--- src/rrts_pkg.sv ---
// Shared request, status and result types for the round-robin thread scheduler.
package rrts_pkg;

  typedef enum logic [2:0] {
    REQ_CREATE  = 3'd0,
    REQ_START   = 3'd1,
    REQ_YIELD   = 3'd2,
    REQ_BLOCK   = 3'd3,
    REQ_FINISH  = 3'd4,
    REQ_UNBLOCK = 3'd5
  } req_e;

  typedef enum logic [1:0] {
    ST_OK       = 2'd0,
    ST_DONE     = 2'd1,
    ST_DEADLOCK = 2'd2,
    ST_REJECT   = 2'd3
  } status_e;

  typedef struct packed {
    logic [2:0] req_type;
    logic [3:0] thread_id;
  } req_t;

  typedef struct packed {
    status_e    status;
    logic       run_valid;
    logic [3:0] result_id;
  } result_t;

endpackage

--- src/round_robin_thread_scheduler.sv ---
// Round-robin thread scheduler top level: request register, core and result register.
//
// Requests enter on the in_ channel (in_req_type, in_thread_id) and each one
// produces exactly one result on the out_ channel (out_status, out_run_valid,
// out_result_id). A transfer happens on a rising edge with valid high and
// stall low on that channel.
// A request is captured in the request register, evaluated against the thread
// table and ready queue, and its result is held in the result register.
// One request is taken per cycle while the receiver does not stall; the
// combinational table update, queue push/pop and lowest-free-slot encode set
// that rate.
// When the receiver stalls, the result register holds its result and the
// request register still takes one more request; in_stall rises once both
// are occupied, and nothing is lost.
// Reset (rst_n low, synchronous) frees every thread slot, empties the ready
// queue, clears the running thread and the halted condition, and drops both
// valids. After an all-done or deadlock report every request is rejected
// until the next reset.
module round_robin_thread_scheduler #(
  parameter int MAX_THREADS = 16
) (
  input  logic       clk,
  input  logic       rst_n,
  input  logic       in_valid,
  output logic       in_stall,
  input  logic [2:0] in_req_type,
  input  logic [3:0] in_thread_id,
  output logic       out_valid,
  input  logic       out_stall,
  output logic [1:0] out_status,
  output logic       out_run_valid,
  output logic [3:0] out_result_id
);

  logic              req_valid_r;
  rrts_pkg::req_t    req_r;
  logic              res_valid_r;
  rrts_pkg::result_t res_r;
  rrts_pkg::result_t res;
  logic              advance;

  assign advance  = req_valid_r && (!res_valid_r || !out_stall);
  assign in_stall = req_valid_r && !advance;

  rrts_core #(
    .MAX_THREADS (MAX_THREADS)
  ) u_core (
    .clk   (clk),
    .rst_n (rst_n),
    .exec  (advance),
    .req   (req_r),
    .res   (res)
  );

  always_ff @(posedge clk) begin
    if (!rst_n) begin
      req_valid_r <= 1'b0;
      res_valid_r <= 1'b0;
    end else begin
      if (in_valid && !in_stall) begin
        req_valid_r <= 1'b1;
      end else if (advance) begin
        req_valid_r <= 1'b0;
      end
      if (advance) begin
        res_valid_r <= 1'b1;
      end else if (!out_stall) begin
        res_valid_r <= 1'b0;
      end
    end
  end

  always_ff @(posedge clk) begin
    if (in_valid && !in_stall) begin
      req_r.req_type  <= in_req_type;
      req_r.thread_id <= in_thread_id;
    end
    if (advance) begin
      res_r <= res;
    end
  end

  assign out_valid     = res_valid_r;
  assign out_status    = res_r.status;
  assign out_run_valid = res_r.run_valid;
  assign out_result_id = res_r.result_id;

endmodule

--- src/rrts_ready_fifo.sv ---
// Circular queue of ready thread ids with a registered read of the head entry.
module rrts_ready_fifo #(
  parameter int DEPTH = 16,
  parameter int IDW   = 4
) (
  input  logic           clk,
  input  logic           rst_n,
  input  logic           push,
  input  logic [IDW-1:0] push_id,
  input  logic           pop,
  output logic [IDW-1:0] head_id,
  output logic           empty
);

  localparam int CW = $clog2(DEPTH + 1);

  logic [IDW-1:0] mem [DEPTH];
  logic [IDW-1:0] head_r, head_nxt;
  logic [IDW-1:0] tail_r, tail_nxt;
  logic [CW-1:0]  count_r, count_nxt;
  logic [IDW-1:0] rdata_r;
  logic [IDW-1:0] byp_data_r;
  logic           byp_sel_r;

  always_comb begin
    head_nxt = head_r;
    tail_nxt = tail_r;
    if (pop) begin
      head_nxt = (head_r == IDW'(DEPTH - 1)) ? '0 : head_r + 1'b1;
    end
    if (push) begin
      tail_nxt = (tail_r == IDW'(DEPTH - 1)) ? '0 : tail_r + 1'b1;
    end
    unique case ({push, pop})
      2'b10:   count_nxt = count_r + 1'b1;
      2'b01:   count_nxt = count_r - 1'b1;
      default: count_nxt = count_r;
    endcase
  end

  always_ff @(posedge clk) begin
    if (!rst_n) begin
      head_r    <= '0;
      tail_r    <= '0;
      count_r   <= '0;
      byp_sel_r <= 1'b0;
    end else begin
      head_r    <= head_nxt;
      tail_r    <= tail_nxt;
      count_r   <= count_nxt;
      // A write landing on the entry that becomes the head is not yet in the
      // registered read, so it is forwarded for one cycle.
      byp_sel_r <= push && (tail_r == head_nxt);
    end
  end

  always_ff @(posedge clk) begin
    if (push) begin
      mem[tail_r] <= push_id;
    end
    rdata_r    <= mem[head_nxt];
    byp_data_r <= push_id;
  end

  assign head_id = byp_sel_r ? byp_data_r : rdata_r;
  assign empty   = (count_r == '0);

endmodule

--- src/rrts_core.sv ---
// Thread state table, running thread and the per-request scheduling decision.
module rrts_core #(
  parameter int MAX_THREADS = 16
) (
  input  logic             clk,
  input  logic             rst_n,
  input  logic             exec,
  input  rrts_pkg::req_t   req,
  output rrts_pkg::result_t res
);

  localparam int IDW = $clog2(MAX_THREADS);

  // A thread slot is free, blocked, or (neither) ready or running.
  logic [MAX_THREADS-1:0] free_r, free_nxt;
  logic [MAX_THREADS-1:0] blocked_r, blocked_nxt;
  logic [IDW-1:0]         run_id_r, run_id_nxt;
  logic                   run_r, run_nxt;
  logic                   halted_r, halted_nxt;

  logic                   push, pop;
  logic [IDW-1:0]         push_id;
  logic [IDW-1:0]         head_id;
  logic                   fifo_empty;

  logic [IDW-1:0]         free_idx;
  logic [IDW-1:0]         tid_idx;
  logic                   tid_in_range;
  logic                   do_disp;
  logic                   created;
  rrts_pkg::status_e      status;
  logic [IDW-1:0]         rid;

  rrts_ready_fifo #(
    .DEPTH (MAX_THREADS),
    .IDW   (IDW)
  ) u_ready_fifo (
    .clk     (clk),
    .rst_n   (rst_n),
    .push    (push),
    .push_id (push_id),
    .pop     (pop),
    .head_id (head_id),
    .empty   (fifo_empty)
  );

  // Lowest free slot.
  always_comb begin
    free_idx = '0;
    for (int i = MAX_THREADS - 1; i >= 0; i--) begin
      if (free_r[i]) begin
        free_idx = IDW'(i);
      end
    end
  end

  assign tid_idx      = IDW'(req.thread_id);
  assign tid_in_range = (32'(req.thread_id) < 32'(MAX_THREADS));

  always_comb begin
    free_nxt    = free_r;
    blocked_nxt = blocked_r;
    run_id_nxt  = run_id_r;
    run_nxt     = run_r;
    halted_nxt  = halted_r;
    push        = 1'b0;
    push_id     = '0;
    pop         = 1'b0;
    do_disp     = 1'b0;
    created     = 1'b0;
    status      = rrts_pkg::ST_REJECT;

    if (exec && !halted_r) begin
      unique case (req.req_type)
        rrts_pkg::REQ_CREATE: begin
          if (|free_r) begin
            free_nxt[free_idx] = 1'b0;
            push               = 1'b1;
            push_id            = free_idx;
            created            = 1'b1;
            status             = rrts_pkg::ST_OK;
          end
        end
        rrts_pkg::REQ_START: begin
          if (!run_r) begin
            do_disp = 1'b1;
          end
        end
        rrts_pkg::REQ_YIELD: begin
          // With nobody else ready the yielding thread simply keeps running.
          if (run_r) begin
            status = rrts_pkg::ST_OK;
            if (!fifo_empty) begin
              push       = 1'b1;
              push_id    = run_id_r;
              pop        = 1'b1;
              run_id_nxt = head_id;
            end
          end
        end
        rrts_pkg::REQ_BLOCK: begin
          if (run_r) begin
            blocked_nxt[run_id_r] = 1'b1;
            do_disp               = 1'b1;
          end
        end
        rrts_pkg::REQ_FINISH: begin
          if (run_r) begin
            free_nxt[run_id_r] = 1'b1;
            do_disp            = 1'b1;
          end
        end
        rrts_pkg::REQ_UNBLOCK: begin
          if (tid_in_range && blocked_r[tid_idx]) begin
            blocked_nxt[tid_idx] = 1'b0;
            push                 = 1'b1;
            push_id              = tid_idx;
            status               = rrts_pkg::ST_OK;
          end
        end
        default: begin
        end
      endcase

      if (do_disp) begin
        if (fifo_empty) begin
          run_nxt    = 1'b0;
          run_id_nxt = '0;
          halted_nxt = 1'b1;
          status     = (|blocked_nxt) ? rrts_pkg::ST_DEADLOCK : rrts_pkg::ST_DONE;
        end else begin
          pop        = 1'b1;
          run_nxt    = 1'b1;
          run_id_nxt = head_id;
          status     = rrts_pkg::ST_OK;
        end
      end
    end

    if (halted_r) begin
      rid = '0;
    end else if (created) begin
      rid = free_idx;
    end else if (run_nxt) begin
      rid = run_id_nxt;
    end else begin
      rid = '0;
    end

    res.status    = status;
    res.run_valid = halted_r ? 1'b0 : run_nxt;
    res.result_id = 4'(rid);
  end

  always_ff @(posedge clk) begin
    if (!rst_n) begin
      free_r    <= '1;
      blocked_r <= '0;
      run_id_r  <= '0;
      run_r     <= 1'b0;
      halted_r  <= 1'b0;
    end else begin
      free_r    <= free_nxt;
      blocked_r <= blocked_nxt;
      run_id_r  <= run_id_nxt;
      run_r     <= run_nxt;
      halted_r  <= halted_nxt;
    end
  end

endmodule
--- config.mk ---
export PLATFORM = sky130hd
export DESIGN_NAME = round_robin_thread_scheduler
export DESIGN_NICKNAME = d
export VERILOG_FILES = /design/src/rrts_pkg.sv /design/src/round_robin_thread_scheduler.sv /design/src/rrts_ready_fifo.sv /design/src/rrts_core.sv
export SDC_FILE = /design/constraint.sdc
export NUM_CORES = 1
export LEC_CHECK = 0
export BUFFER_PORTS_ARGS = -buffer_cell sky130_fd_sc_hd__buf_2
export CORE_MARGIN = 3
export CORE_UTILIZATION = 30
export DETAILED_ROUTE_END_ITERATION = 6
export GPL_ROUTABILITY_DRIVEN = 0
export PLACE_DENSITY_LB_ADDON = 0.08
export SETUP_SLACK_MARGIN = 0.4
export SLEW_MARGIN = 15
export SYNTH_ARGS = -nofsm -noshare
export SYNTH_HDL_FRONTEND = slang
export SYNTH_SLANG_ARGS = --single-unit
--- constraint.sdc ---
create_clock -name clk -period 11.6 [get_ports clk]
set_clock_uncertainty 0.05 [all_clocks]
set_input_delay 2.32 -clock clk [delete_from_list [all_inputs] [get_ports clk]]
set_output_delay 2.32 -clock clk [all_outputs]
set_load 0.03 [all_outputs]
# Word-level counts from Yosys, hierarchy flattened
# Memory sizes are Yosys's and may differ from the RTL's. A register that Yosys moved wholly into a read port is not among the register bits.
# Index checks and enable logic that the tools add are counted.
# classes
addsub,4
n_lt_le_gt_ge,6
eq_ne,13
mux,81
bitwise,6
n_reduce_logical,24
# op_table
operator,count
$mux 4,33
$mux 16,5
$pmux 16 s2,2
$and 16x16->16,2
$not 16->16,2
$or 16x16->16,2
$reduce_or 16->1,2
$mux 1,26
$lt 4x5->1 const B,3
$demux 1 s4,3
$ge 4x1->1 const B,3
$mux 2,6
$pmux 4 s3,1
$pmux 5 s2,1
$add 4x1->4 const B,2
$eq 4x4->1 const B,2
$logic_and 1x1->1,8
$eq 3x2->1 const B,2
$eq 3x3->1 const B,2
$ne 2x1->1 const B,3
$pmux 2 s3,1
$reduce_bool 2->1,3
$add 5x1->5 const B,1
$logic_not 1->1,5
other kinds (14),14
# word_totals
ff_bits,72
ram_bits,64
inputBits,11
output_inout_bits,9
word_cells,152
n_memories,1
# mem_list
memory,depth,width,read_ports,rd_clocked_by_memory_dff,wr,line,source
u_core.u_ready_fifo.mem,16,4,1,1,1,rrts_ready_fifo.sv:17,logic [IDW-1:0] mem [DEPTH];

# Depth between registers and ports, before layout
# Gate-level depths: netlist (run 1).
# logic_depth
ltp_word,24
depth_mapped,16
mapped_depth_nobuf,13

# Modules after synthesis
# Synthesis (run 1) repeated with hierarchy kept, for this count alone.
# hier_totals
cells_unflattened,713
hier_area_um2,7229.4
# modules_own_cells
mod,instances,cells_each,area_each_um2,seq_area_each_um2
rrts_ready_fifo,1,360,4171.5,2362.3
rrts_core,1,331,2553.7,760.7
round_robin_thread_scheduler,1,22,504.2,460.4

# Least setup slack after synthesis (run 1)
# No wires, ideal clock.
# synth_path
path_type,input port to output port
start,in out_stall
end,out in_stall
arrival_time_ps,2671
required_time_ps,9230
path_slack_ps,6559
path_stages,1
path_buffers,0
path_cell_list,and3_1
# synth_between
elab_chain_cells,5
# synth_lines
item,line,source
start: declaration,round_robin_thread_scheduler.sv:29,"input logic out_stall,"
$logic_not 1->1,--,
$logic_or 1x1->1,round_robin_thread_scheduler.sv:42,assign advance = req_valid_r && (!res_valid_r || !out_stall);
$logic_and 1x1->1,round_robin_thread_scheduler.sv:42,
$logic_not 1->1,round_robin_thread_scheduler.sv:43,assign in_stall = req_valid_r && !advance;
$logic_and 1x1->1,round_robin_thread_scheduler.sv:43,
end: declaration,round_robin_thread_scheduler.sv:25,"output logic in_stall,"
# No other way between the ends.

# Final worst setup path (run 1)
# layout_path
start,in out_stall
end,reg u_core.u_ready_fifo.count_r[4]
# layout_between
elab_chain_cells,7
elab_cells_between_ends,10
classes_between,eq/ne: 2; mux: 3; reduce/logical: 5
# layout_lines
item,line,source
$logic_not 1->1 *,--,
$logic_or 1x1->1 *,round_robin_thread_scheduler.sv:42,
$logic_and 1x1->1 *,round_robin_thread_scheduler.sv:42,
$logic_and 1x1->1 *,rrts_core.sv:73,if (exec && !halted_r) begin
$mux 1,rrts_core.sv:73,
$eq 2x1->1 / $eq 2x2->1 (equally long branches),rrts_ready_fifo.sv:34,"unique case ({push, pop})"
$pmux 5 s2 / $reduce_bool 2->1 (equally long branches),--,
end signal: assignment,rrts_ready_fifo.sv:50,count_r <= count_nxt;
end: declaration,rrts_ready_fifo.sv:20,"logic [CW-1:0] count_r, count_nxt;"
# Mark *: on every way between the ends. The rest lies on a longest branch, timed or not.
# A chain may end at the register's enable or synchronous reset.

==> impl_metrics.ini, run 1 <==
[drt]
first_pass_iters = 5
drt_iter0_markers = 297
viasPerCell = 5.23
vias = 4594
antenna_left = 0
drcViolationCount = 0
postRouteWirelength_mm = 16.6
post_drt_wl_per_cell_um = 18.8

[power_and_ir_drop]
p_seq_frac = 0.500
internal_power_w = 0.000810
power_w = 0.00106
switchingPower_w = 0.000249
p_leak_nw = 2.53
cellPowerDensity_nw_per_um2 = 143
pwr-share-comb = 0.026
swShare = 0.235
clkPwrFrac = 0.474
ir_worst_vdd_mv = 0.0745

[clock_network]
cts-resized-gates = 0
cts_buffers = 17
cts_tree = done
ctsLongestPathBuffers = 2
cts.sinks = 140
h-tree-depth = 4
clk_pin_slew_ps = 60
post-cts-setup-buffers = 0
clk_latency_ps = 420
cts_root_buf = clkbuf_16
holdBufCountCts = 0

[sta]
finalCritPeriodShare = 0.465
fmax_ghz = 0.185
setup_violations = 0
fin_setup_tns_ps = 0
fin_crit_ps = 5400
worstMarginPinSlew_ps = 1100
rsz0062_at_grt = false
drv_slew = 0
hold_violations = 0
slew_headroom = 0.267

[critical_path]
ff2ff_path_depth = 12
cp-start-kind = input port
worstPathArrival_ps = 5690
worst_r2r_startpoint = req_r[0]
end_kind = register
critical_path_class = input port to register
required_ps = 11900
crit_fanout = 27
reg2reg_to = u_core.u_ready_fifo.count_r[4]
reg2reg_slack_ps = 7390

[min_path]
hold_start = u_core.blocked_r[13]
worstHoldPathCells = 2
hold-path-endpoint = u_core.blocked_r[13]
worstHoldPathType = register to register

[grt]
grt_start_max_net_pins = 28
grt_pass1_wl_mm = 26.2
grt_pass1_vias = 4522
antenna_found_initial = 0
grtUsageTotal = 0.143
grt_overflow = 0

[flow_run]
drv_cap = 0

[layout]
finalNetCount = 613
stdcell_count = 879
post-route-util = 0.349
diodes = 0
drive_gt1_frac = 0.137
syn2layout_area_growth_pct = 13.6

[yosys]
postSynthNetCount = 599
synthArstFlopShare = 0
yosysWarningCount = 0
ys_types = 62
syn_inst = 578
ys_ff_latch = 140
netlist_area_um2 = 6520
synth-edff-count = 78
postSynthAreaPerCell_um2 = 11.3
dominantRegCellSynth = edfxtp_1
ys_seq_area_frac = 0.550

[floorplanning]
core-area_um2 = 21200
row_count = 53
num_io_pins = 20
die_width_um = 153
die_y_um = 153
dieArea_um2 = 23500
start_util = 0.307

[placement]
dp.cells = 848
port_buffers = 19
place_hpwl_mm = 11.6

[run_status]
status = complete, no violations
through the flow:
stage | instance area (um^2) | worst slack [ps] | hold slack (ps)
floorplan | 6520 | 6560 | 396
global placement | 6870 | 5850 | 414
detailed placement | 6870 | 5800 | 412
CTS | 7410 | 6240 | 424
global route | 7410 | 5970 | 442
finish | 7410 | 6200 | 426
worst max-delay path: stages:
cell     delay (ps)
buf_2           110
nand2_1          90
and3b_1         890
o311a_1         590
inv_2            70
ha_1            270
fa_1            430
a21o_1          200
a21oi_1         170
xor2_1           90
or3_1           310
a21oi_1         140
cell usage after synthesis (3+ instances only):
master / instances / share of area
edfxtp_1: 78 / 0.36
inv_1: 13 / 0.0075
o22ai_1: 5 / 0.0048
o21bai_1: 4 / 0.0046
a31oi_1: 6 / 0.0058
o21ai_0: 8 / 0.0061
mux4_2: 21 / 0.073
and2_1: 10 / 0.0096
xor2_1: 4 / 0.0054
a211oi_1: 6 / 0.0069
mux2i_1: 18 / 0.028
clkbuf_1: 20 / 0.012
nand3b_1: 3 / 0.0035
nand2b_1: 6 / 0.0058
nand3_1: 6 / 0.0046
nor2b_1: 8 / 0.0077
buf_1: 4 / 0.0023
a21o_1: 5 / 0.0058
o31ai_1: 6 / 0.0069
nand4_1: 5 / 0.0048
xnor2_1: 7 / 0.0094
o21ai_1: 12 / 0.0092
ha_1: 9 / 0.017
a21oi_1: 52 / 0.040
nor3_1: 20 / 0.015
buf_2: 3 / 0.0023
and3_1: 3 / 0.0029
dfxtp_1: 62 / 0.19
and3b_1: 3 / 0.0040
o41ai_1: 4 / 0.0054
nor4_1: 12 / 0.012
a41oi_1: 8 / 0.011
a222oi_1: 3 / 0.0046
nand2_1: 43 / 0.025
or3_1: 4 / 0.0038
nor2_1: 67 / 0.039
how the worst max path moves through the flow:
stage	startpoint	slack (ps)	cells past startpoint	end
global route	out_stall	5970	12	u_core.u_ready_fifo.count_r[4]
CTS	out_stall	6240	12	u_core.u_ready_fifo.count_r[4]
global placement	out_stall	5850	12	u_core.u_ready_fifo.count_r[4]
detailed placement	out_stall	5800	12	u_core.u_ready_fifo.count_r[4]
floorplan	out_stall	6560	1	in_stall
finish	out_stall	6200	12	u_core.u_ready_fifo.count_r[4]
logic make-up (layout without fill, tap and decap cells):
| logic type | Yosys count | after routing | synth area share |
|---|---|---|---|
| DFF | 140 | 140 | 0.550 |
| muxes | 41 | 41 | 0.106 |
| xor gates and xnor gates | 11 | 11 | 0.0148 |
| buffers and inverters | 46 | 72 | 0.0313 |
| and+or+nand+nor | 197 | 197 | 0.147 |
| adders and majority gates | 10 | 10 | 0.0203 |
| AOI/OAI and AO/OA | 133 | 133 | 0.132 |
cell type report:
class | count | area, um^2
clock buffers | 18 | 429
multi-input cells | 392 | 2740
fillers | 2143 | 13800
well taps | 275 | 344
inverters | 15 | 56.3
clock inverters | 13 | 109
repair buffers | 26 | 148
flip-flops and latches | 140 | 3580
routing by layer:
| metal | vias to the layer above | global-route usage | part of all wire |
|---|---|---|---|
| met3 | 15 | 0.0360 | 0.041 |
| met5 | - | 0 | 0 |
| met4 | 0 | 0.0416 | 0.014 |
| li1 | 2210 | - | - |
| met1 | 2252 | 0.186 | 0.46 |
| met2 | 117 | 0.236 | 0.49 |
cell usage in the layout (no fill, tap or decap), types with 10 or more instances in the layout:
cell and count:
dfxtp_1 62, edfxtp_1 78, clkbuf_16 17, a21oi_1 52, nor2_1 67, nor3_1 20
and2_1 10, nor4_1 12, mux2i_1 18, buf_2 19, nand2_1 43, o21ai_1 12
mux4_2 21, inv_1 13
power by group through the flow:
stage / registers (W) / clock network [W] / logic (W)
2_1_floorplan: 0.000539 / 0 / 0.0000200
4_1_cts: 0.000530 / 0.000514 / 0.0000282
6_report: 0.000530 / 0.000502 / 0.0000279
3_5_place_dp: 0.000540 / 0 / 0.0000281
5_1_grt: 0.000530 / 0.000540 / 0.0000307
3_3_place_gp: 0.000540 / 0 / 0.0000281
flip-flops by register name, indices dropped and copies added, names as in the netlist, 5 cells and up:
register,cells
req_r,7
u_core.blocked_r,16
u_core.free_r,16
u_core.u_ready_fifo.count_r,5
u_core.u_ready_fifo.mem,64
No activity file was read; power rests on OpenSTA's default activity.
==> run 2: changes to the inputs <==
==> constraint.sdc (replaced) <==
create_clock -name clk -period 5.4 [get_ports clk]
set_clock_uncertainty 0.05 [all_clocks]
set_input_delay 1.08 -clock clk [delete_from_list [all_inputs] [get_ports clk]]
set_output_delay 1.08 -clock clk [all_outputs]
set_load 0.03 [all_outputs]
==> impl_metrics.ini, run 2 (synthesis results as in run 1) <==
[run_status]
status = complete, no violations

[layout]
layout_commonest_cell = edfxtp_1
finalNetCount = 616
largest_register_ffs = 64
mostFrequentLayoutCells = edfxtp_1 (78), nor2_1 (67), dfxtp_1 (62)
diodes = 0
top_register = u_core.u_ready_fifo.mem
stdcell_count = 883
syn2layout_area_growth_pct = 14.6
largest_registers = u_core.u_ready_fifo.mem: 64 flops, u_core.blocked_r: 16 flops, u_core.free_r: 16 flops
drive_gt1_frac = 0.145

[drt]
post_drt_wl_per_cell_um = 18.5
vias = 4609
drcViolationCount = 0
postRouteWirelength_mm = 16.3
viasPerCell = 5.22
antenna_left = 0
first_pass_iters = 5
drt_iter0_markers = 332

[clock_network]
h-tree-depth = 4
clk_pin_slew_ps = 60
cts_tree = done
clk_latency_ps = 420
holdBufCountCts = 0
cts_buffers = 17
ctsLongestPathBuffers = 2
cts.sinks = 140
post-cts-setup-buffers = 0
cts_root_buf = clkbuf_16
cts-resized-gates = 0

[floorplanning]
start_util = 0.307
row_count = 53
die_y_um = 153
num_io_pins = 20
core-area_um2 = 21200
die_width_um = 153
dieArea_um2 = 23500

[critical_path]
reg2reg_slack_ps = 1240
reg2reg_to = u_core.u_ready_fifo.count_r[4]
critical_path_class = register to register
cp-startpoint = req_r[0]
worst_r2r_startpoint = req_r[0]
cp-start-kind = register
end_kind = register
crit_fanout = 10
crit_end = u_core.u_ready_fifo.count_r[4]
ff2ff_path_depth = 12
worstPathArrival_ps = 4440
required_ps = 5680

[sta]
setup_violations = 0
finalCritPeriodShare = 0.771
slew_headroom = 0.349
fin_setup_tns_ps = 0
whs_ps = 421
fin_crit_ps = 4160
drv_slew = 0
rsz0062_at_grt = false
worstMarginPinSlew_ps = 956
fin_ws_ps = 1240
fmax_ghz = 0.240
hold_violations = 0

[grt]
grt_pass1_vias = 4539
grt_overflow = 0
grt_start_max_net_pins = 23
grtUsageTotal = 0.141
antenna_found_initial = 0
grt_pass1_wl_mm = 26.1

[power_and_ir_drop]
cellPowerDensity_nw_per_um2 = 314
internal_power_w = 0.00180
p_seq_frac = 0.485
ir_worst_vdd_mv = 0.170
clkPwrFrac = 0.489
pwr-share-comb = 0.026
switchingPower_w = 0.000546
swShare = 0.233
p_leak_nw = 2.56

[flow_run]
drv_cap = 0

[placement]
pre_cts_ws_ps = 1250
place_hpwl_mm = 11.5
dp.cells = 851
port_buffers = 19

[min_path]
worstHoldPathType = register to register
==> run 2: cell count changes in the layout (fill, tap and decap cells not counted) <==
cell / change
buf_4: +3
inv_8: +3
clkinvlp_4: -2
bufinv_16: +1
clkinv_1: -1
clkinv_2: +1
clkinv_4: -1
==> run 2: how the worst min path moves through the flow <==
stage / start / end / slack (ps) / depth (start not counted)
2_1_floorplan: u_core.blocked_r[14] / u_core.blocked_r[14] / 400 / 2
5_1_grt: u_core.blocked_r[13] / u_core.blocked_r[13] / 450 / 2
3_5_place_dp: u_core.blocked_r[14] / u_core.blocked_r[14] / 410 / 2
4_1_cts: u_core.blocked_r[14] / u_core.blocked_r[14] / 420 / 2
6_report: u_core.blocked_r[14] / u_core.blocked_r[14] / 420 / 2
3_3_place_gp: u_core.blocked_r[14] / u_core.blocked_r[14] / 410 / 2
==> run 2: area by class of cell <==
| type | instances | area (um^2) |
|---|---|---|
| timing repair buffer | 29 | 170 |
| tap | 275 | 344 |
| inverter | 15 | 56.3 |
| fill | 2082 | 13700 |
| sequential | 140 | 3580 |
| multi-input combinational | 392 | 2740 |
| clock inverter | 14 | 150 |
| clock buffer | 18 | 429 |
==> run 2: power groups by stage <==
| stage | registers (W) | clock network (W) | logic (W) |
|---|---|---|---|
| after floorplan | 0.00116 | 0 | 0.0000431 |
| after global placement | 0.00116 | 0 | 0.0000613 |
| after detailed placement | 0.00116 | 0 | 0.0000615 |
| after CTS | 0.00114 | 0.00118 | 0.0000617 |
| after global routing | 0.00114 | 0.00123 | 0.0000672 |
| final | 0.00114 | 0.00115 | 0.0000609 |
==> run 2: routing by layer <==
layer,global-route usage,wire (um),vias to the layer above
met5,0,0,-
met4,0.0378,165,0
met3,0.0328,641,16
met2,0.234,8150,108
met1,0.187,7350,2262
li1,-,-,2223
==> run 2: stage by stage <==
stage | instance area [um^2] | total power, W | util
after floorplan | 6520 | 0.00120 | -
after global placement | 6900 | 0.00122 | 0.325
after detailed placement | 6900 | 0.00122 | 0.325
after CTS | 7470 | 0.00238 | 0.352
after global routing | 7470 | 0.00243 | 0.352
final | 7470 | 0.00235 | 0.352
==> run 2: worst max-delay path, stage by stage, from the launching register on <==
cell	delay [ps]
edfxtp_1	600
mux4_2	590
mux4_2	470
and2_1	230
o311a_1	530
inv_2	110
ha_1	280
ha_1	310
a21o_1	180
a21oi_1	170
xor2_1	90
or3_1	310
a21oi_1	140
==> run 3: changes to the inputs <==
==> constraint.sdc (replaced) <==
create_clock -name clk -period 4.3 [get_ports clk]
set_clock_uncertainty 0.05 [all_clocks]
set_input_delay 0.86 -clock clk [delete_from_list [all_inputs] [get_ports clk]]
set_output_delay 0.86 -clock clk [all_outputs]
set_load 0.03 [all_outputs]
==> impl_metrics.ini, run 3 (synthesis results as in run 1) <==
[run_status]
status = complete, no violations

[layout]
syn2layout_area_growth_pct = 15.1
stdcell_count = 887
diodes = 0
finalNetCount = 621
top_register = u_core.u_ready_fifo.mem
largest_registers = u_core.u_ready_fifo.mem: 64 flops, u_core.blocked_r: 16 flops, u_core.free_r: 16 flops
drive_gt1_frac = 0.150
mostFrequentLayoutCells = edfxtp_1 (78), nor2_1 (67), dfxtp_1 (62)
layout_commonest_cell = edfxtp_1
largest_register_ffs = 64
fillCellCount = 2110

[drt]
wl_met1_mm = 7.54
met2_length_mm = 7.91
drcViolationCount = 0
post_drt_wl_per_cell_um = 18.3
drt_iter0_markers = 348
first_pass_iters = 5
vias = 4647
wl_met3_um = 577
dr.max_layer_used = met4
postRouteWirelength_mm = 16.3
antenna_left = 0
viasPerCell = 5.24

[power_and_ir_drop]
internal_power_w = 0.00224
p_leak_nw = 2.56
clkPwrFrac = 0.483
pwr-share-comb = 0.028
p_seq_frac = 0.489
cellPowerDensity_nw_per_um2 = 389
ir_worst_vdd_mv = 0.226
swShare = 0.231
switchingPower_w = 0.000673

[sta]
worstMarginPinSlew_ps = 730
fin_crit_ps = 3670
setup_violations = 0
slew_headroom = 0.510
fmax_ghz = 0.273
rsz0062_at_grt = false
drv_slew = 0
fin_setup_tns_ps = 0
finalCritPeriodShare = 0.852
hold_violations = 0

[floorplanning]
start_util = 0.307
row_count = 53
num_io_pins = 20
die_width_um = 153
core-area_um2 = 21200
die_y_um = 153
dieArea_um2 = 23500

[critical_path]
worstPathArrival_ps = 3950
crit_fanout = 7
ff2ff_path_depth = 13
end_kind = register
critical_path_class = register to register
cp-start-kind = register
required_ps = 4590

[min_path]
worstHoldPathCells = 2
worstHoldPathType = register to register

[grt]
grt_pass1_wl_mm = 26.4
antenna_found_initial = 0
grt_start_max_net_pins = 23
grtUsageTotal = 0.143
grt_overflow = 0
grt_pass1_vias = 4598

[flow_run]
drv_cap = 0

[clock_network]
cts_tree = done
cts.sinks = 140
clk_latency_ps = 420
holdBufCountCts = 0
clk_pin_slew_ps = 60
h-tree-depth = 4
cts_buffers = 17
cts_root_buf = clkbuf_16
ctsLongestPathBuffers = 2

[placement]
port_buffers = 19
place_hpwl_mm = 11.4
dp.cells = 854
[run 3: per-stage QoR]
stage	util	hold WS [ps]	total power, W	area [um^2]	setup WS (ps)
6_report	0.354	423	0.00292	7510	635
5_1_grt	0.354	454	0.00302	7510	468
4_1_cts	0.353	421	0.00295	7490	517
3_5_place_dp	0.326	414	0.00154	6920	366
3_3_place_gp	0.326	414	0.00154	6920	409
2_1_floorplan	-	396	0.00151	6520	613
[run 3: path summary, 6_finish.rpt]
kind | to | from | slack (ps)
worst max-delay path | u_core.u_ready_fifo.count_r[4] | req_r[0] | 630
worst min-delay path | u_core.blocked_r[15] | u_core.blocked_r[15] | 420
worst max register to register | u_core.u_ready_fifo.count_r[4] | req_r[0] | 630
worst min register to register | u_core.blocked_r[15] | u_core.blocked_r[15] | 420
[run 3: worst max-delay path: stages, from the launching register on]
cell	delay (ps)
edfxtp_1	320
buf_4	160
mux4_2	530
mux4_2	460
and2_1	240
o311a_1	420
inv_2	100
ha_4	170
ha_1	270
a21o_1	170
a21oi_1	170
xor2_1	90
or3_1	310
a21oi_1	140
[run 3: metal layers]
metal | vias up | track usage
li1 | 2239 | -
met1 | 2278 | 0.190
met2 | 113 | 0.230
met3 | 17 | 0.0348
met4 | 0 | 0.0475
met5 | - | 0
[run 3: area by class of cell]
cell class / count / area, um^2 / share of cell area
Sequential cell: 140 / 3580 / 0.477
Multi-Input combinational cell: 392 / 2750 / 0.367
Clock buffer: 17 / 425 / 0.0567
Tap cell: 275 / 344 / 0.0458
Timing Repair Buffer: 34 / 208 / 0.0277
Clock inverter: 14 / 136 / 0.0182
Inverter: 15 / 56.3 / 0.00750
[run 3: power groups by stage]
stage | logic [W] | registers [W] | clock network, W
3_5_place_dp | 0.0000781 | 0.00146 | 0
2_1_floorplan | 0.0000541 | 0.00145 | 0
6_report | 0.0000809 | 0.00143 | 0.00141
4_1_cts | 0.0000816 | 0.00143 | 0.00144
5_1_grt | 0.0000900 | 0.00143 | 0.00151
3_3_place_gp | 0.0000782 | 0.00146 | 0
[run 3: repair_timing]
item	CTS	global route
gates resized for setup	0	2
buffers inserted	2	0
endpoints found under the setup margin	1	1
